## config.mk

```make
export PLATFORM = sky130hd
export DESIGN_NAME = tone_waveform_generator_flat
export DESIGN_NICKNAME = d
export VERILOG_FILES = /design/src/design/twg_pkg.sv /design/src/design/twg_if.sv /design/src/design/twg_mul.sv /design/src/design/twg_div.sv /design/src/design/tone_waveform_generator.sv /design/src/flat_wrapper.sv
export SDC_FILE = /design/constraint.sdc
export NUM_CORES = 1
export LEC_CHECK = 0
export BUFFER_PORTS_ARGS = -buffer_cell sky130_fd_sc_hd__buf_2
export CAP_MARGIN = 40
export CORE_ASPECT_RATIO = 1.1
export CORE_UTILIZATION = 41
export CTS_CLUSTER_SIZE = 24
export DETAILED_ROUTE_END_ITERATION = 10
export GPL_TIMING_DRIVEN = 0
export HOLD_SLACK_MARGIN = 0.03
export PLACE_DENSITY_LB_ADDON = 0.2
export SYNTH_ARGS = -nofsm -noshare
export SYNTH_HDL_FRONTEND = slang
export SYNTH_SLANG_ARGS = --single-unit
export TNS_END_PERCENT = 50
```

## constraint.sdc

```tcl
create_clock -name clock -period 6.2 [get_ports clock]
set_input_delay 0.31 -clock clock [delete_from_list [all_inputs] [get_ports clock]]
set_output_delay 0.31 -clock clock [all_outputs]
set_load 0.005 [all_outputs]
```

## src/design/twg_pkg.sv

```systemverilog
// shared types, constants and helpers of the tone waveform generator
package twg_pkg;

   localparam int AMP_W   = 12;
   localparam int FREQ_W  = 15;
   localparam int DELTA_W = 16;
   localparam int LEVEL_W = 16;
   localparam int MULT_W  = 16;

   localparam logic [LEVEL_W-1:0] DURATION_TICKS = 16'd44164;
   localparam logic [15:0]        SQUARE_RATE    = 16'd41000;
   localparam logic [FREQ_W-1:0]  MAX_FREQUENCY  = 15'd20000;

   localparam logic [AMP_W-1:0]  AMP_MAX    = 12'd4095;
   localparam logic [AMP_W-1:0]  AMP_RESET  = 12'd200;
   localparam logic [FREQ_W-1:0] FREQ_RESET = 15'd500;
   localparam logic [FREQ_W-1:0] FREQ_MIN   = 15'd1;

   // q0.32 step scale
   localparam logic [16:0] STEP_K = 17'd97251;

   localparam int MUL_HI_W  = 18;
   localparam int MUL_LO_W  = 28;
   localparam int MUL_CNT_W = 5;
   localparam logic [MUL_CNT_W-1:0] MUL_FIRST_LAST  = 5'd15;
   localparam logic [MUL_CNT_W-1:0] MUL_SECOND_LAST = 5'd27;

   localparam int DIV_NUM_W = 18;
   localparam int DIV_CNT_W = 5;
   localparam logic [DIV_CNT_W-1:0] DIV_LAST = 5'd17;

   typedef enum logic [1:0] {
      OP_TICK      = 2'd0,
      OP_START     = 2'd1,
      OP_VOLUME    = 2'd2,
      OP_FREQUENCY = 2'd3
   } twg_op_type;

   typedef enum logic [1:0] {
      WF_IDLE     = 2'd0,
      WF_TRIANGLE = 2'd1,
      WF_SAW      = 2'd2,
      WF_SQUARE   = 2'd3
   } twg_wave_type;

   typedef enum logic [1:0] {
      ST_IDLE,
      ST_CALC,
      ST_EMIT
   } twg_state_type;

   function automatic logic [AMP_W-1:0] sat12(input logic [LEVEL_W-1:0] v);
      sat12 = (v > {4'b0, AMP_MAX}) ? AMP_MAX : v[AMP_W-1:0];
   endfunction

endpackage

```

## src/design/twg_if.sv

```systemverilog
// request and response channel interfaces
interface twg_req_if import twg_pkg::*; ();
   logic                      valid;
   logic                      ready;
   logic [1:0]                operation;
   logic [1:0]                waveform;
   logic signed [DELTA_W-1:0] delta;

   modport source (output valid, operation, waveform, delta, input ready);
   modport sink (input valid, operation, waveform, delta, output ready);
endinterface

interface twg_rsp_if import twg_pkg::*; ();
   logic             valid;
   logic             ready;
   logic [AMP_W-1:0] sample;
   logic             active;

   modport source (output valid, sample, active, input ready);
   modport sink (input valid, sample, active, output ready);
endinterface

```

## src/design/twg_mul.sv

```systemverilog
// bit-serial step multiplier: round(amp * mult * k) in q0.32
module twg_mul import twg_pkg::*; (
   input  logic               clock,
   input  logic               reset,
   input  logic               start,
   input  logic [AMP_W-1:0]   amp,
   input  logic [MULT_W-1:0]  mult,
   output logic               done,
   output logic [LEVEL_W-1:0] step
);

   logic                 busy_ff, busy_in;
   logic                 phase_ff, phase_in;
   logic [MUL_CNT_W-1:0] cnt_ff, cnt_in;
   logic [MUL_HI_W-1:0]  hi_ff, hi_in;
   logic [MUL_LO_W-1:0]  lo_ff, lo_in;
   logic [16:0]          mcand;
   logic [MUL_HI_W-1:0]  sum;

   assign mcand = phase_ff ? STEP_K : {5'b0, amp};
   assign sum   = hi_ff + (lo_ff[0] ? {1'b0, mcand} : '0);

   always_comb begin
      busy_in  = busy_ff;
      phase_in = phase_ff;
      cnt_in   = cnt_ff;
      hi_in    = hi_ff;
      lo_in    = lo_ff;
      if (start) begin
         busy_in  = 1'b1;
         phase_in = 1'b0;
         cnt_in   = MUL_FIRST_LAST;
         hi_in    = '0;
         lo_in    = {12'b0, mult};
      end else if (busy_ff) begin
         if (!phase_ff && cnt_ff == '0) begin
            // amp * mult done, it becomes the multiplier of k
            phase_in = 1'b1;
            cnt_in   = MUL_SECOND_LAST;
            hi_in    = '0;
            lo_in    = {sum[12:0], lo_ff[MUL_LO_W-1:13]};
         end else begin
            hi_in  = {1'b0, sum[MUL_HI_W-1:1]};
            lo_in  = {sum[0], lo_ff[MUL_LO_W-1:1]};
            cnt_in = cnt_ff - 1'b1;
            if (cnt_ff == '0) begin
               busy_in = 1'b0;
            end
         end
      end
   end

   always_ff @(posedge clock) begin
      if (reset) begin
         busy_ff <= 1'b0;
      end else begin
         busy_ff <= busy_in;
      end
   end

   always_ff @(posedge clock) begin
      phase_ff <= phase_in;
      cnt_ff   <= cnt_in;
      hi_ff    <= hi_in;
      lo_ff    <= lo_in;
   end

   assign done = !busy_ff;
   // round half up at bit 31 of the 45-bit product
   assign step = {3'b0, hi_ff[16:4]} + {15'b0, hi_ff[3]};

endmodule

```

## src/design/twg_div.sv

```systemverilog
// bit-serial restoring divider for the square half period
module twg_div import twg_pkg::*; (
   input  logic               clock,
   input  logic               reset,
   input  logic               start,
   input  logic [FREQ_W-1:0]  freq,
   output logic               done,
   output logic [LEVEL_W-1:0] period
);

   logic                 busy_ff, busy_in;
   logic [DIV_CNT_W-1:0] cnt_ff, cnt_in;
   logic [15:0]          rem_ff, rem_in;
   logic [DIV_NUM_W-1:0] quo_ff, quo_in;
   logic [15:0]          divisor;
   logic [16:0]          shifted;
   logic                 fits;

   assign divisor = {freq, 1'b0};
   assign shifted = {rem_ff, quo_ff[DIV_NUM_W-1]};
   assign fits    = shifted >= {1'b0, divisor};

   always_comb begin
      busy_in = busy_ff;
      cnt_in  = cnt_ff;
      rem_in  = rem_ff;
      quo_in  = quo_ff;
      if (start) begin
         busy_in = 1'b1;
         cnt_in  = DIV_LAST;
         rem_in  = '0;
         // 2 * rate + f, so the quotient rounds half up
         quo_in  = {1'b0, SQUARE_RATE, 1'b0} + {3'b0, freq};
      end else if (busy_ff) begin
         rem_in = fits ? 16'(shifted - {1'b0, divisor}) : shifted[15:0];
         quo_in = {quo_ff[DIV_NUM_W-2:0], fits};
         cnt_in = cnt_ff - 1'b1;
         if (cnt_ff == '0) begin
            busy_in = 1'b0;
         end
      end
   end

   always_ff @(posedge clock) begin
      if (reset) begin
         busy_ff <= 1'b0;
      end else begin
         busy_ff <= busy_in;
      end
   end

   always_ff @(posedge clock) begin
      cnt_ff <= cnt_in;
      rem_ff <= rem_in;
      quo_ff <= quo_in;
   end

   assign done   = !busy_ff;
   assign period = quo_ff[LEVEL_W-1:0];

endmodule

```

## src/design/tone_waveform_generator.sv

```systemverilog
// tone waveform generator top level: event decode, waveform state and output register
//
// req_if carries one item per handshake: a sample tick or a control event
// (start waveform, change volume, change frequency). Control events take
// effect in the cycle they are accepted and give no response item.
// Each tick gives one rsp_if item: the 12-bit DAC sample and the active flag.
// A tick in a playing mode runs the bit-serial step multiplier (amp * f,
// or amp * 2f for the triangle, then times the q0.32 scale) and in parallel
// the bit-serial period divider; the response is registered once both are
// done and the output register is free, and req_if.ready comes back with
// it, so no item is taken meanwhile. The slower multiplier sets the pace.
// A tick while idle does not wait for the arithmetic units.
// Control events are taken every cycle while no tick is in progress.
// The response sits in an output register: a new item is accepted while
// it waits, and a further tick holds in its last state until rsp_if.ready.
// Reset (synchronous, active high) returns to idle mode with volume 200,
// frequency 500 and all waveform levels and counters cleared.
module tone_waveform_generator import twg_pkg::*; (
   input  logic      clock,
   input  logic      reset,
   twg_req_if.sink   req_if,
   twg_rsp_if.source rsp_if
);

   twg_state_type      state_ff, state_in;
   twg_wave_type       mode_ff, mode_in;
   logic [LEVEL_W-1:0] elapsed_ff, elapsed_in;
   logic [AMP_W-1:0]   amp_ff, amp_in;
   logic [FREQ_W-1:0]  freq_ff, freq_in;
   logic [LEVEL_W-1:0] tri_ff, tri_in;
   logic               tri_rising_ff, tri_rising_in;
   logic [LEVEL_W-1:0] saw_ff, saw_in;
   logic               sq_high_ff, sq_high_in;
   logic [LEVEL_W-1:0] sq_cnt_ff, sq_cnt_in;
   logic [AMP_W-1:0]   held_ff, held_in;
   logic               rsp_valid_ff, rsp_valid_in;
   logic [AMP_W-1:0]   rsp_sample_ff, rsp_sample_in;
   logic               rsp_active_ff, rsp_active_in;

   twg_op_type         op;
   logic               accept;
   logic               unit_start;
   logic               out_free;
   logic               mul_done, div_done;
   logic [MULT_W-1:0]  mult;
   logic [LEVEL_W-1:0] step, period;

   logic signed [17:0] vol_sum, freq_sum;
   logic [AMP_W-1:0]   vol_clamp;
   logic [FREQ_W-1:0]  freq_clamp;

   logic               tri_rise;
   logic [LEVEL_W-1:0] tri_next, saw_base, saw_next, sq_cnt_next;
   logic               tri_rising_next, sq_expired, sq_high_next;
   logic [AMP_W-1:0]   wave_sample;

   assign op       = twg_op_type'(req_if.operation);
   assign accept   = req_if.valid && req_if.ready;
   assign out_free = !rsp_valid_ff || rsp_if.ready;
   assign mult     = (mode_ff == WF_TRIANGLE) ? {freq_ff, 1'b0} : {1'b0, freq_ff};

   twg_mul u_mul (
      .clock (clock),
      .reset (reset),
      .start (unit_start),
      .amp   (amp_ff),
      .mult  (mult),
      .done  (mul_done),
      .step  (step)
   );

   twg_div u_div (
      .clock  (clock),
      .reset  (reset),
      .start  (unit_start),
      .freq   (freq_ff),
      .done   (div_done),
      .period (period)
   );

   // volume and frequency clamps
   assign vol_sum  = $signed({6'b0, amp_ff}) + $signed({{2{req_if.delta[15]}}, req_if.delta});
   assign freq_sum = $signed({3'b0, freq_ff}) + $signed({{2{req_if.delta[15]}}, req_if.delta});

   always_comb begin
      if (vol_sum < 0) begin
         vol_clamp = '0;
      end else if (vol_sum > $signed({6'b0, AMP_MAX})) begin
         vol_clamp = AMP_MAX;
      end else begin
         vol_clamp = vol_sum[AMP_W-1:0];
      end
      if (freq_sum < $signed({3'b0, FREQ_MIN})) begin
         freq_clamp = FREQ_MIN;
      end else if (freq_sum > $signed({3'b0, MAX_FREQUENCY})) begin
         freq_clamp = MAX_FREQUENCY;
      end else begin
         freq_clamp = freq_sum[FREQ_W-1:0];
      end
   end

   // next waveform levels for the current tick
   always_comb begin
      tri_rise        = tri_rising_ff && !(tri_ff > {4'b0, amp_ff});
      tri_next        = tri_ff;
      tri_rising_next = tri_rise;
      if (tri_rise) begin
         tri_next = tri_ff + step;
      end else if (tri_ff < step) begin
         tri_rising_next = 1'b1;
      end else begin
         tri_next = tri_ff - step;
      end
      saw_base     = (saw_ff > {4'b0, amp_ff}) ? '0 : saw_ff;
      saw_next     = saw_base + step;
      sq_expired   = sq_cnt_ff >= period;
      sq_high_next = sq_expired ? !sq_high_ff : sq_high_ff;
      sq_cnt_next  = sq_expired ? '0 : sq_cnt_ff + 1'b1;
      case (mode_ff)
         WF_TRIANGLE: wave_sample = sat12(tri_next);
         WF_SAW:      wave_sample = sat12(saw_next);
         WF_SQUARE: begin
            if (sq_expired) begin
               wave_sample = sq_high_next ? amp_ff : '0;
            end else begin
               wave_sample = held_ff;
            end
         end
         default:     wave_sample = '0;
      endcase
   end

   always_comb begin
      state_in      = state_ff;
      mode_in       = mode_ff;
      elapsed_in    = elapsed_ff;
      amp_in        = amp_ff;
      freq_in       = freq_ff;
      tri_in        = tri_ff;
      tri_rising_in = tri_rising_ff;
      saw_in        = saw_ff;
      sq_high_in    = sq_high_ff;
      sq_cnt_in     = sq_cnt_ff;
      held_in       = held_ff;
      rsp_valid_in  = rsp_valid_ff && !rsp_if.ready;
      rsp_sample_in = rsp_sample_ff;
      rsp_active_in = rsp_active_ff;
      unit_start    = 1'b0;
      req_if.ready  = (state_ff == ST_IDLE);

      unique case (state_ff)
         ST_IDLE: begin
            if (req_if.valid) begin
               unique case (op)
                  OP_TICK: begin
                     unit_start = 1'b1;
                     state_in   = ST_CALC;
                  end
                  OP_START: begin
                     mode_in    = twg_wave_type'(req_if.waveform);
                     elapsed_in = '0;
                  end
                  OP_VOLUME:    amp_in  = vol_clamp;
                  OP_FREQUENCY: freq_in = freq_clamp;
               endcase
            end
         end
         ST_CALC: begin
            if (mode_ff == WF_IDLE || (mul_done && div_done)) begin
               state_in = ST_EMIT;
            end
         end
         ST_EMIT: begin
            if (out_free) begin
               state_in     = ST_IDLE;
               rsp_valid_in = 1'b1;
               if (mode_ff == WF_IDLE) begin
                  elapsed_in    = '0;
                  held_in       = '0;
                  rsp_sample_in = '0;
                  rsp_active_in = 1'b0;
               end else begin
                  if (elapsed_ff >= DURATION_TICKS) begin
                     elapsed_in = '0;
                     mode_in    = WF_IDLE;
                  end else begin
                     elapsed_in = elapsed_ff + 1'b1;
                  end
                  case (mode_ff)
                     WF_TRIANGLE: begin
                        tri_in        = tri_next;
                        tri_rising_in = tri_rising_next;
                     end
                     WF_SAW: saw_in = saw_next;
                     default: begin
                        sq_high_in = sq_high_next;
                        sq_cnt_in  = sq_cnt_next;
                     end
                  endcase
                  held_in       = wave_sample;
                  rsp_sample_in = wave_sample;
                  rsp_active_in = 1'b1;
               end
            end
         end
         default: state_in = ST_IDLE;
      endcase
   end

   always_ff @(posedge clock) begin
      if (reset) begin
         state_ff      <= ST_IDLE;
         mode_ff       <= WF_IDLE;
         elapsed_ff    <= '0;
         amp_ff        <= AMP_RESET;
         freq_ff       <= FREQ_RESET;
         tri_ff        <= '0;
         tri_rising_ff <= 1'b1;
         saw_ff        <= '0;
         sq_high_ff    <= 1'b0;
         sq_cnt_ff     <= '0;
         held_ff       <= '0;
         rsp_valid_ff  <= 1'b0;
      end else begin
         state_ff      <= state_in;
         mode_ff       <= mode_in;
         elapsed_ff    <= elapsed_in;
         amp_ff        <= amp_in;
         freq_ff       <= freq_in;
         tri_ff        <= tri_in;
         tri_rising_ff <= tri_rising_in;
         saw_ff        <= saw_in;
         sq_high_ff    <= sq_high_in;
         sq_cnt_ff     <= sq_cnt_in;
         held_ff       <= held_in;
         rsp_valid_ff  <= rsp_valid_in;
      end
   end

   always_ff @(posedge clock) begin
      rsp_sample_ff <= rsp_sample_in;
      rsp_active_ff <= rsp_active_in;
   end

   assign rsp_if.valid  = rsp_valid_ff;
   assign rsp_if.sample = rsp_sample_ff;
   assign rsp_if.active = rsp_active_ff;

   // frequency stays inside its clamp range
   assert property (@(posedge clock) disable iff (reset)
      freq_ff >= FREQ_MIN && freq_ff <= MAX_FREQUENCY)
      else $error("frequency out of range");

   // a taken tick blocks further items until its response is built
   assert property (@(posedge clock) disable iff (reset)
      accept && op == OP_TICK |=> !req_if.ready)
      else $error("item taken while a tick is in progress");

   // an idle response carries a zero sample
   assert property (@(posedge clock) disable iff (reset)
      rsp_valid_ff && !rsp_active_ff |-> rsp_sample_ff == '0)
      else $error("idle response with nonzero sample");

   // a finished tick waits while the output register is still full
   assert property (@(posedge clock) disable iff (reset)
      state_ff == ST_EMIT && rsp_valid_ff && !rsp_if.ready |=> state_ff == ST_EMIT)
      else $error("response overwritten before it was taken");

endmodule

```

## src/flat_wrapper.sv

```systemverilog
// flat-port wrapper written by rule: the top's interface ports become plain ports
module tone_waveform_generator_flat import twg_pkg::*;
  (clock, reset, req_if_valid, req_if_operation, req_if_waveform, req_if_delta, req_if_ready, rsp_if_valid, rsp_if_sample, rsp_if_active, rsp_if_ready);
  twg_req_if req_if_i ();
  twg_rsp_if rsp_if_i ();
  input  logic clock;
  input  logic reset;
  input wire logic [$bits(req_if_i.valid)-1:0] req_if_valid;
  input wire logic [$bits(req_if_i.operation)-1:0] req_if_operation;
  input wire logic [$bits(req_if_i.waveform)-1:0] req_if_waveform;
  input wire logic [$bits(req_if_i.delta)-1:0] req_if_delta;
  output wire logic [$bits(req_if_i.ready)-1:0] req_if_ready;
  output wire logic [$bits(rsp_if_i.valid)-1:0] rsp_if_valid;
  output wire logic [$bits(rsp_if_i.sample)-1:0] rsp_if_sample;
  output wire logic [$bits(rsp_if_i.active)-1:0] rsp_if_active;
  input wire logic [$bits(rsp_if_i.ready)-1:0] rsp_if_ready;
  assign req_if_i.valid = req_if_valid;
  assign req_if_i.operation = req_if_operation;
  assign req_if_i.waveform = req_if_waveform;
  assign req_if_i.delta = req_if_delta;
  assign req_if_ready = req_if_i.ready;
  assign rsp_if_valid = rsp_if_i.valid;
  assign rsp_if_sample = rsp_if_i.sample;
  assign rsp_if_active = rsp_if_i.active;
  assign rsp_if_i.ready = rsp_if_ready;
  tone_waveform_generator u_core (.clock(clock), .reset(reset), .req_if(req_if_i), .rsp_if(rsp_if_i));
endmodule
```

# After elaboration in Yosys (flattened, before gate mapping)
# Cells that the tools add are included.
[word_totals]
output_inout_bits = 15
memories = 0
inputBits = 24
reg_bits = 216
ram_bits = 0
latch_bits = 0
wordCells = 156
mem_bits_ro = 0
[classes]
multipliers = 0
n_mux = 58
eq_ne = 15
order_cmp = 12
n_shift = 0
bitwise_logic = 2
reduce_logical = 32
n_div = 0
add_sub_neg = 13
[op_table]
columns = ["cell", "count"]
rows = [
  ["16-bit 2-to-1 mux", 13],
  ["12-bit 2-to-1 mux", 7],
  ["17-bit 2-to-1 mux", 3],
  ["18-bit 2-to-1 mux", 2],
  ["12-bit case mux with 3 select lines", 1],
  ["16-bit by 1-bit adder with 16-bit output, second input constant", 2],
  ["16-bit by 14-bit adder with 16-bit output", 2],
  ["16-bit by 12-bit > comparator with 1-bit output", 2],
  ["16-bit by 12-bit > comparator with 1-bit output, second input constant", 2],
  ["16-bit case mux with 2 select lines", 1],
  ["15-bit 2-to-1 mux", 2],
  ["28-bit 2-to-1 mux", 1],
  ["4-bit AND reduction", 5],
  ["17-bit by 15-bit adder with 18-bit output, first input constant", 1],
  ["18-bit by 17-bit adder with 18-bit output", 1],
  ["18-bit by 16-bit > comparator with 1-bit output, second input constant", 1],
  ["18-bit by 2-bit less-than comparator with 1-bit output, second input constant", 1],
  ["2-bit 2-to-1 mux", 9],
  ["13-bit by 16-bit adder with 17-bit output", 1],
  ["16-bit by 16-bit adder with 17-bit output", 1],
  ["17-bit by 16-bit greater-or-equal comparator with 1-bit output", 1],
  ["17-bit by 13-bit > comparator with 1-bit output, second input constant", 1],
  ["17-bit by 1-bit less-than comparator with 1-bit output, second input constant", 1],
  ["16-bit greater-or-equal comparator", 1],
  ["other kinds (25)", 70],
]

# Depth between registers and ports, before layout
# Gate-level depths: netlist of the first run.
[logic_depth]
depth_word = 8
mapped_depth = 26
depth_no_buf = 24

# By module
# From an unflattened synthesis of the first run, not the netlist that was laid out.
[hier_totals]
cells_unflattened = 2108
hier_area_um2 = 16832.4
[by_module_without_submodules]
columns = ["mod", "area_each_um2", "instances", "cells_each"]
rows = [
  ["tone_waveform_generator", 10681.5, 1, 1398],
  ["twg_mul", 3303.2, 1, 382],
  ["twg_div", 2847.7, 1, 328],
]

# Worst setup path after synthesis of the first run
# Ideal clock, no wire load.
[synth_path]
path_kind = "register -> register"
from = "reg u_core.amp_ff[1]"
to = "reg u_core.held_ff[0]"
required_ps = 6130
period_less_slack_ps = 4754
setup_ps = 70
stages_incl_launch_ff = 26
t_arrival_ps = 4683
path_buffers = 2
setup_slack_ps = 1446
path_cell_list = "dfxtp_1 inv_1 ha_1 nor2b_1 o21a_1 o21a_1 o21a_1 o21a_1 o21ai_0 nand2b_1 a21oi_1 a21oi_1 clkbuf_1 nor3b_1 ha_1 a21o_1 a21oi_1 o21ai_0 a31oi_1 nor4b_1 o211ai_1 clkbuf_1 nor2_1 a311oi_1 o211ai_2 a21oi_1"
[synth_via]
elab_chain_cells = 8
[synth_rtl]
columns = ["element", "line_no", "source"]
rows = [
  ["start: declaration", "tone_waveform_generator.sv:28", "logic [AMP_W-1:0] amp_ff, amp_in;"],
  ["start signal: assignment", "tone_waveform_generator.sv:228", "amp_ff <= amp_in;"],
  ["parallel branches: the longest is 6 deep, another holds 16-bit by 12-bit > comparator with 1-bit output", "n/a", ""],
  ["12-bit case mux with 3 select lines *", "tone_waveform_generator.sv:119", "case (mode_ff)"],
  ["12-bit 2-to-1 mux *", "tone_waveform_generator.sv:177", "if (mode_ff == WF_IDLE) begin"],
  ["end signal: assignment", "tone_waveform_generator.sv:235", "held_ff <= held_in;"],
  ["end: declaration", "tone_waveform_generator.sv:35", "logic [AMP_W-1:0] held_ff, held_in;"],
]
# Mark *: on every way between the ends.
# A chain may end at the register's enable or synchronous reset.

# Final worst setup path of the first run
# Ends and elaborated chain as after synthesis.

==> flow_summary.toml, run 1 <==
[pwr]
power-per-cell-area_nw_per_um2 = 269
ir_worst_vdd_uv = 204
leakagePower_uw = 0.00742

[global_routing]
grt_usage_pct = 24.0
grt_overflow = 0
antenna_found_initial = 0
grt_pass1_wl_um = 74700
grt_pass1_vias = 13659
grt_max_degree = 19

[logic_synthesis]
synth.top_cell.area_share_pct = 21.5
ys_top_cells_by_area = "dfxtp_1 21%, ha_1 12%, edfxtp_1 9.0%"
netlist_area_um2 = 15700
syn_area_per_cell_um2 = 8.21
synthFlopType = "dfxtp_1"
async_flop_share_pct = 0
synth_edf_count = 47
synth_seq_area_share_pct = 30.5
ys_types = 95
yosysTopAreaCell = "dfxtp_1"
syn_inst = 1908
ys_seq_elements = 215
ys_warn_count = 0

[drt]
dr.pass1.iters = 5
drt_iter0_drc = 1028
drc = 0
wl_per_cell_um = 19.1
ant_nets = 0
viasPerCell = 5.73
wl_um = 47800
vias = 14319

[timing]
finalWorstSetupSlack_ns = 0.278
hold_slack_ns = 0.182
finalClockSkew_ns = 0.0277
finalCritPeriodShare_pct = 95.5
relSlewSlack_pct = 38.8
max_freq_mhz = 169
rsz0062_at_grt = "no"
fin_tns_setup_ns = 0
finalHoldViolCount = 0
tightestPinTransition_ns = 0.911
final-max-slew-violation-count = 0
setup_viol = 0
min_period_ns = 5.92

[clock_network]
clk_path_buf_depth = 3
cts_setup_buffers = 0
clk_pin_slew_ns = 0.06
htreeDepth = 1
clockRootBuffer = "clkbuf_16"
cts_tree = "done"
cts.sinks = 215
cts_buffers = 27
clock_latency_ns = 0.57

[place]
placed_cells = 2445
gp_congestion = 0.913
port-buffer-count = 37
dp_slack_ns = 0.0533
hpwl_um = 37100

[floorplan]
fp.dieW_um = 188
dieArea_um2 = 39000
die_h_um = 207
rows = 74
initial_core_util_pct = 41.9
boundaryPins = 39
fp.coreArea_um2 = 37400

[setup_path]
crit_type = "reg2reg"
worstPathMaxFanout = 10
worst_setup_path_end_kind = "flop"
critPathRequiredTime_ns = 6.70
worst_ep_arrival_time_ns = 6.42
cp-start-kind = "flop"

[cells_and_area]
antennaDiodeCount = 0
fillCellCount = 3727
area_growth_pct = 12.1
drive_above_1_share_pct = 6.74
finalNetCount = 2163
final_cells = 2497

[run_status]
outcome = "completed"

[worst_hold_path]
min_path_type = "in2reg"

[flow_run]
cap_viol_max_count = 0
report_power, final:
group	switching, uW	internal (uW)	total (uW)
Combinational	741	512	1250
Clock	662	1140	1800
Sequential	110	1560	1670
final cells by class:
type	count	area, um^2	share of cell area (%)
clock inverter	13	235	1.34
timing repair buffer	44	253	1.44
buffer	77	318	1.81
clock buffer	37	785	4.47
sequential	215	4770	27.2
inverter	106	398	2.26
multi-input combinational	1511	10200	58.0
tap	494	618	3.52
Yosys cell counts (10+ instances only):
cell        n
dfxtp_1   168
nand2_1   223
or2_2      11
a22o_1     12
mux2i_1    32
a31oi_1    22
nand4_1    22
o221ai_1   13
nor3_1     45
a21oi_1   142
or3_1      10
nor2b_1    22
inv_1     105
edfxtp_1   47
a221o_1    13
xnor2_1    59
o21a_1     37
nand3_1    38
and3_1     31
nand2b_1   20
a21o_1     40
nor3b_1    17
nor2_1    187
o211ai_1   18
a211oi_1   47
o21ai_0    83
and2_1     17
clkbuf_1   69
ha_1      150
o21bai_1   17
o31ai_1    12
xor2_1     53
path summary, 6_finish.rpt:
path                                    end  slack (ns)                      startpoint  cells past startpoint
min reg2reg  u_core.saw_ff[13]$_SDFFE_PP0P_        0.45  u_core.saw_ff[13]$_SDFFE_PP0P_                      2
max          u_core.held_ff[0]$_SDFFE_PP0P_        0.28   u_core.amp_ff[1]$_SDFFE_PP0P_                     24
min          u_core.rsp_if.valid$_SDFF_PP0_        0.18                    rsp_if_ready                      3
max reg2reg  u_core.held_ff[0]$_SDFFE_PP0P_        0.28   u_core.amp_ff[1]$_SDFFE_PP0P_                     24
cells in the final DEF (no fill, tap or decap), types with 12 or more instances in the layout:
cell type  Yosys  routed
inv_1        105     105
xnor2_1       59      59
a21oi_1      142     142
nand4_1       22      22
a31oi_1       22      21
o221ai_1      13      13
a211oi_1      47      47
edfxtp_1      47      47
o31ai_1       12      12
and2_1        17      17
ha_1         150     150
nor3b_1       17      17
a22o_1        12      12
o21bai_1      17      17
a221o_1       13      13
xor2_1        53      53
nand2_1      223     223
clkbuf_1      69      71
clkbuf_16      0      28
nand2b_1      20      20
nor3_1        45      45
nand3_1       38      38
nor2_1       187     187
buf_2          3      42
o21a_1        37      37
dfxtp_1      168     168
and3_1        31      31
mux2i_1       32      32
o211ai_1      18      18
a21o_1        40      40
o21ai_0       83      83
nor2b_1       22      22
per-stage QoR:
step	power (uW)	cell area (um^2)	utilization (%)
2_1_floorplan	2610	15700	-
3_3_place_gp	2910	16500	44.0
3_5_place_dp	2930	16500	44.2
4_1_cts	4740	17600	46.9
5_1_grt	4970	17600	47.0
6_report	4720	17600	47.0
sequential cells by signal, summed over array words and instances (netlist names):
signal and flops:
u_core.saw_ff 16, u_core.rsp_if.valid 1, u_core.amp_ff 12, u_core.held_ff 12
u_core.u_mul.busy_ff 1, u_core.u_mul.lo_ff 28, u_core.u_div.quo_ff 18, u_core.u_mul.cnt_ff 5
u_core.rsp_if.sample 12, u_core.tri_rising_ff 1, u_core.u_mul.phase_ff 1, u_core.sq_cnt_ff 16
u_core.u_mul.hi_ff 17, u_core.state_ff 2, u_core.tri_ff 16, u_core.u_div.rem_ff 16
u_core.mode_ff 2, u_core.sq_high_ff 1, u_core.elapsed_ff 16, u_core.u_div.busy_ff 1
u_core.u_div.cnt_ff 5, u_core.rsp_if.active 1, u_core.freq_ff 15
cells by family after synthesis:
family,count (synthesis),share of synthesized area (%)
AOI/OAI and AO/OA,532,23.3
xor gates and xnor gates,112,6.26
adders and majority gates,158,12.9
buffers and inverters,183,4.55
DFF,215,30.5
muxes,36,2.33
other,1,0.0239
and+or+nand+nor,671,20.1
critical path, cell delays in order, from the launching register on:
cell and delay, ns:
dfxtp_1 0.41, inv_1 0.16, ha_1 0.32, nor2b_1 0.13
o21a_1 0.16, o21a_1 0.16, o21a_1 0.16, o21a_1 0.16
o21ai_0 0.15, nand2b_1 0.08, a21oi_1 0.13, a21oi_1 0.13
clkbuf_2 0.22, nor3b_1 0.27, ha_1 0.31, a2111oi_0 0.50
o21ai_0 0.30, a31oi_2 0.36, nor4b_1 0.10, o211ai_1 0.32
clkbuf_2 0.36, nor2_1 0.08, a311oi_1 0.52, o211ai_2 0.22
a21oi_1 0.16
repair_timing:
| item | in CTS | in global routing |
|---|---|---|
| endpoints found under the hold margin | 2 | 0 |
| hold buffers | 2 | 0 |
| endpoints found under the setup margin | 0 | 19 |
| gates resized for setup | 0 | 5 |
layer usage:
layer / GRT usage (%) / routed length [um] / up-vias / share of wire, %
li1: - / - / 7045 / -
met1: 30.8 / 21100 / 6860 / 44
met2: 40.9 / 23000 / 320 / 48
met3: 2.61 / 1860 / 94 / 3.9
met4: 9.43 / 1770 / 0 / 3.7
met5: 0 / 0 / - / 0
Power figures use the tool's default switching activity.
==> run 2, diff against run 1 <==
- PLACE_DENSITY_LB_ADDON: 0.2 -> 0.12
==> flow_summary.toml, run 2 (synthesis gave the netlist of run 1 again) <==
[run_status]
outcome = "completed"

[cells_and_area]
biggestRegsByFlops = "u_core.u_mul.lo_ff x28, u_core.u_div.quo_ff x18, u_core.u_mul.hi_ff x17"
regMostFlops = "u_core.u_mul.lo_ff"
finalNetCount = 2162
antennaDiodeCount = 0
area_growth_pct = 11.5
largest_reg_flops = 28
drive_above_1_share_pct = 6.79
final_cells = 2496
layout_commonest_cell = "nand2_1"
mostFrequentLayoutCells = "223 x nand2_1, 187 x nor2_1, 168 x dfxtp_1, 150 x ha_1, 142 x a21oi_1"
fillCellCount = 3780

[global_routing]
grt_pass1_wl_um = 77600
grt_overflow = 0
grt_pass1_vias = 14009
antenna_found_initial = 0
grt_max_degree = 23
grt_usage_pct = 25.2

[timing]
rsz0062_at_grt = "no"
tightestPinTransition_ns = 0.964
setup_viol = 0
hold_slack_ns = 0.142
final-max-slew-violation-count = 0
finalCritPeriodShare_pct = 92.6
min_period_ns = 5.74
relSlewSlack_pct = 35.2
max_freq_mhz = 174
finalHoldViolCount = 0
finalClockSkew_ns = 0.0270
fin_tns_setup_ns = 0

[drt]
wl_per_cell_um = 19.8
ant_nets = 0
viasPerCell = 5.77
dr.pass1.iters = 5
wl_um = 49400
drc = 0
vias = 14394
drt_iter0_drc = 923

[clock_network]
cts_tree = "done"
clockRootBuffer = "clkbuf_16"
clock_latency_ns = 0.58
clk_path_buf_depth = 3
htreeDepth = 1
cts_buffers = 27
cts_setup_buffers = 0
cts.sinks = 215
clk_pin_slew_ns = 0.06

[place]
gp_congestion = 0.916
hpwl_um = 38100
placed_cells = 2444
port-buffer-count = 37

[pwr]
power_uw = 4570
power-per-cell-area_nw_per_um2 = 262
ir_worst_vdd_uv = 202
leakagePower_uw = 0.00739

[setup_path]
ff2ff_setup_slack_ns = 0.46
cp-start-kind = "flop"
worstPathMaxFanout = 10
worst_setup_path_end_kind = "flop"
critPathRequiredTime_ns = 6.62
worst_ep_arrival_time_ns = 6.16
crit_type = "reg2reg"

[floorplan]
fp.dieW_um = 188
initial_core_util_pct = 41.9
dieArea_um2 = 39000
rows = 74
fp.coreArea_um2 = 37400
die_h_um = 207
boundaryPins = 39

[worst_hold_path]
min_path_type = "in2reg"

[flow_run]
cap_viol_max_count = 0
-- run 2: layout make-up --
| class | count | area [um^2] | area share [%] |
|---|---|---|---|
| sequential | 215 | 4770 | 27.3 |
| tap | 494 | 618 | 3.54 |
| multi-input combinational | 1511 | 10200 | 58.3 |
| buffer | 77 | 319 | 1.83 |
| clock inverter | 11 | 126 | 0.724 |
| clock buffer | 39 | 801 | 4.59 |
| timing repair buffer | 43 | 241 | 1.38 |
| inverter | 106 | 398 | 2.28 |
-- run 2: per-stage QoR --
step	utilization, %	setup slack [ns]	cell area (um^2)
after floorplan	-	1.45	15700
after global placement	44.0	0.244	16500
after CTS	46.7	0.183	17500
after detailed placement	44.1	0.184	16500
final	46.7	0.461	17500
after global routing	46.7	0.0344	17500
-- run 2: what timing repair did --
| action | CTS | global route |
|---|---|---|
| endpoints found under the hold margin | 2 | 0 |
| resized for setup | 0 | 4 |
| endpoints found under the setup margin | 0 | 20 |
| hold buffers | 2 | 0 |
-- run 2: layer usage --
metal  vias up  GRT usage [%]  part of all wire, %
met5         -              0                    0
met4         0           12.6                  4.9
met3       112           2.76                  4.3
met2       351           43.2                   48
met1      6884           31.3                   43
li1       7047              -                    -
-- run 2: path summary, 6_finish.rpt --
kind	startpoint	to	cells after the start
worst max-delay path	u_core.amp_ff[1]$_SDFFE_PP0P_	u_core.rsp_if.sample[0]$_DFFE_PP_	24
worst min-delay path	rsp_if_ready	u_core.rsp_if.valid$_SDFF_PP0_	3
worst max register to register	u_core.amp_ff[1]$_SDFFE_PP0P_	u_core.rsp_if.sample[0]$_DFFE_PP_	24
worst min register to register	u_core.saw_ff[13]$_SDFFE_PP0P_	u_core.saw_ff[13]$_SDFFE_PP0P_	2
-- run 2: where the power goes --
| part | switching (uW) | total (uW) | internal (uW) |
|---|---|---|---|
| clock network | 653 | 1640 | 984 |
| registers | 108 | 1670 | 1560 |
| logic | 755 | 1270 | 512 |
| total | 1520 | 4570 | 3050 |
-- run 2: critical path, stage by stage (launching register included) --
cell      delay [ns]
dfxtp_1         0.42
inv_1           0.18
ha_1            0.32
nor2b_1         0.13
o21a_1          0.16
o21a_1          0.16
o21a_1          0.16
o21a_1          0.15
o21ai_0         0.14
nand2b_1        0.07
a21oi_1         0.13
a21oi_1         0.12
clkbuf_2        0.23
nor3b_1         0.28
ha_1            0.32
a21o_1          0.19
a21oi_1         0.27
o21ai_0         0.21
a31oi_1         0.43
nor4b_1         0.13
o211ai_1        0.28
clkbuf_2        0.34
nor2_1          0.07
a311oi_1        0.43
o21a_1          0.26
==> run 3, diff against run 2 <==
- CELL_PAD_IN_SITES_DETAIL_PLACEMENT: not set -> 1
- CELL_PAD_IN_SITES_GLOBAL_PLACEMENT: not set -> 1
==> flow_summary.toml, run 3 (synthesis gave the netlist of run 1 again) <==
[run_status]
outcome = "completed"

[global_routing]
grt_max_degree = 19
grt_use_met1_pct = 31.6
grt.busiest_layer = "met2"
antenna_found_initial = 0
grt_overflow = 0
grt_use_met2_pct = 48.0
grtUsageMet3_pct = 2.66
grt_usage_pct = 26.9
grt_pass1_wl_um = 83000
grt_pass1_vias = 14985

[clock_network]
cts_tree = "done"
clk_path_buf_depth = 3
cts_buffers = 27
htreeDepth = 1
cts.sinks = 215
clock_latency_ns = 0.55
clockRootBuffer = "clkbuf_16"
clk_pin_slew_ns = 0.06

[cells_and_area]
antennaDiodeCount = 0
regMostFlops = "u_core.u_mul.lo_ff"
area_growth_pct = 11.1
drive_above_1_share_pct = 6.80
final_cells = 2495
layout_commonest_cell = "nand2_1"
finalNetCount = 2164
largest_reg_flops = 28
mostFrequentLayoutCells = "223 x nand2_1, 187 x nor2_1, 168 x dfxtp_1, 150 x ha_1, 142 x a21oi_1"
biggestRegsByFlops = "u_core.u_mul.lo_ff x28, u_core.u_div.quo_ff x18, u_core.u_mul.hi_ff x17"

[place]
placed_cells = 2446
hpwl_um = 41200
port-buffer-count = 37
gp_congestion = 0.886

[pwr]
ir_worst_vdd_uv = 196
leakagePower_uw = 0.00736
power-per-cell-area_nw_per_um2 = 260

[setup_path]
worst_ep_arrival_time_ns = 6.03
worst_setup_path_end_kind = "flop"
worstPathMaxFanout = 10
critPathRequiredTime_ns = 6.58
cp-start-kind = "flop"
crit_type = "reg2reg"

[drt]
drc = 0
drt_iter0_drc = 679
wl_per_cell_um = 21.3
dr.pass1.iters = 6
ant_nets = 0
vias = 14418
viasPerCell = 5.78
wl_um = 53100

[timing]
fin_tns_setup_ns = 0
max_freq_mhz = 177
min_period_ns = 5.65
finalCritPeriodShare_pct = 91.1
tightestPinTransition_ns = 1.02
relSlewSlack_pct = 32.0
final-max-slew-violation-count = 0
setup_viol = 0
finalHoldViolCount = 0
rsz0062_at_grt = "no"
finalClockSkew_ns = 0.00969

[floorplan]
boundaryPins = 39
initial_core_util_pct = 41.9
dieArea_um2 = 39000
fp.dieW_um = 188
fp.coreArea_um2 = 37400
rows = 74
die_h_um = 207

[flow_run]
cap_viol_max_count = 0

[worst_hold_path]
min_path_type = "in2reg"
[run 3: routing by layer]
layer | vias up | routed length [um]
li1 | 7031 | -
met1 | 7059 | 22700
met2 | 208 | 26000
met3 | 120 | 1360
met4 | 0 | 3000
met5 | - | 0
[run 3: path summary, 6_finish.rpt]
path                                   from                                end  slack (ns)  cells past startpoint
max           u_core.amp_ff[1]$_SDFFE_PP0P_  u_core.rsp_if.sample[0]$_DFFE_PP_        0.55                     25
min                            rsp_if_ready     u_core.rsp_if.valid$_SDFF_PP0_        0.15                      3
max reg2reg   u_core.amp_ff[1]$_SDFFE_PP0P_  u_core.rsp_if.sample[0]$_DFFE_PP_        0.55                     25
min reg2reg  u_core.held_ff[5]$_SDFFE_PP0P_     u_core.held_ff[5]$_SDFFE_PP0P_        0.45                      2
[run 3: what timing repair did]
action,4_1_cts,5_1_grt
hold buffers,2,0
setup endpoints to repair,0,20
hold endpoints to repair,2,0
resized for setup,0,5
buffers inserted,0,0
[run 3: power by group]
| part | switching [uW] | internal (uW) | total [uW] |
|---|---|---|---|
| logic | 774 | 513 | 1290 |
| registers | 112 | 1560 | 1670 |
| clock network | 650 | 916 | 1570 |
| total | 1540 | 2990 | 4520 |
[run 3: stage by stage]
stage	power [uW]	util [%]	hold WS, ns	setup slack (ns)	cell area [um^2]
final	4520	46.5	0.153	0.554	17400
after global routing	4770	46.5	0.180	0.0962	17400
after CTS	4550	46.5	0.138	0.203	17400
after detailed placement	2970	44.2	0.448	0.235	16500
after global placement	2930	44.0	0.440	0.303	16500
after floorplan	2610	-	0.427	1.45	15700
[run 3: layout make-up]
cell class	count	area, um^2
fill	4581	20000
multi-input combinational	1511	10200
sequential	215	4770
clock buffer	37	783
tap	494	618
inverter	106	398
buffer	77	318
timing repair buffer	45	253
clock inverter	10	77.6
[run 3: worst max-delay path: stages (launching register included)]
cell      delay, ns
dfxtp_1        0.42
inv_1          0.17
ha_1           0.31
nor2b_1        0.14
o21a_1         0.16
o21a_1         0.16
o21a_1         0.16
o21a_1         0.16
o21ai_0        0.14
nand2b_1       0.07
a21oi_1        0.14
a21oi_1        0.13
clkbuf_2       0.22
nor3_1         0.25
ha_1           0.23
fa_1           0.22
a21o_1         0.14
a21oi_1        0.11
o21ai_0        0.36
a31oi_2        0.22
o21a_1         0.25
o211ai_1       0.25
clkbuf_2       0.32
nor2_1         0.07
a311oi_1       0.42
o21a_1         0.27
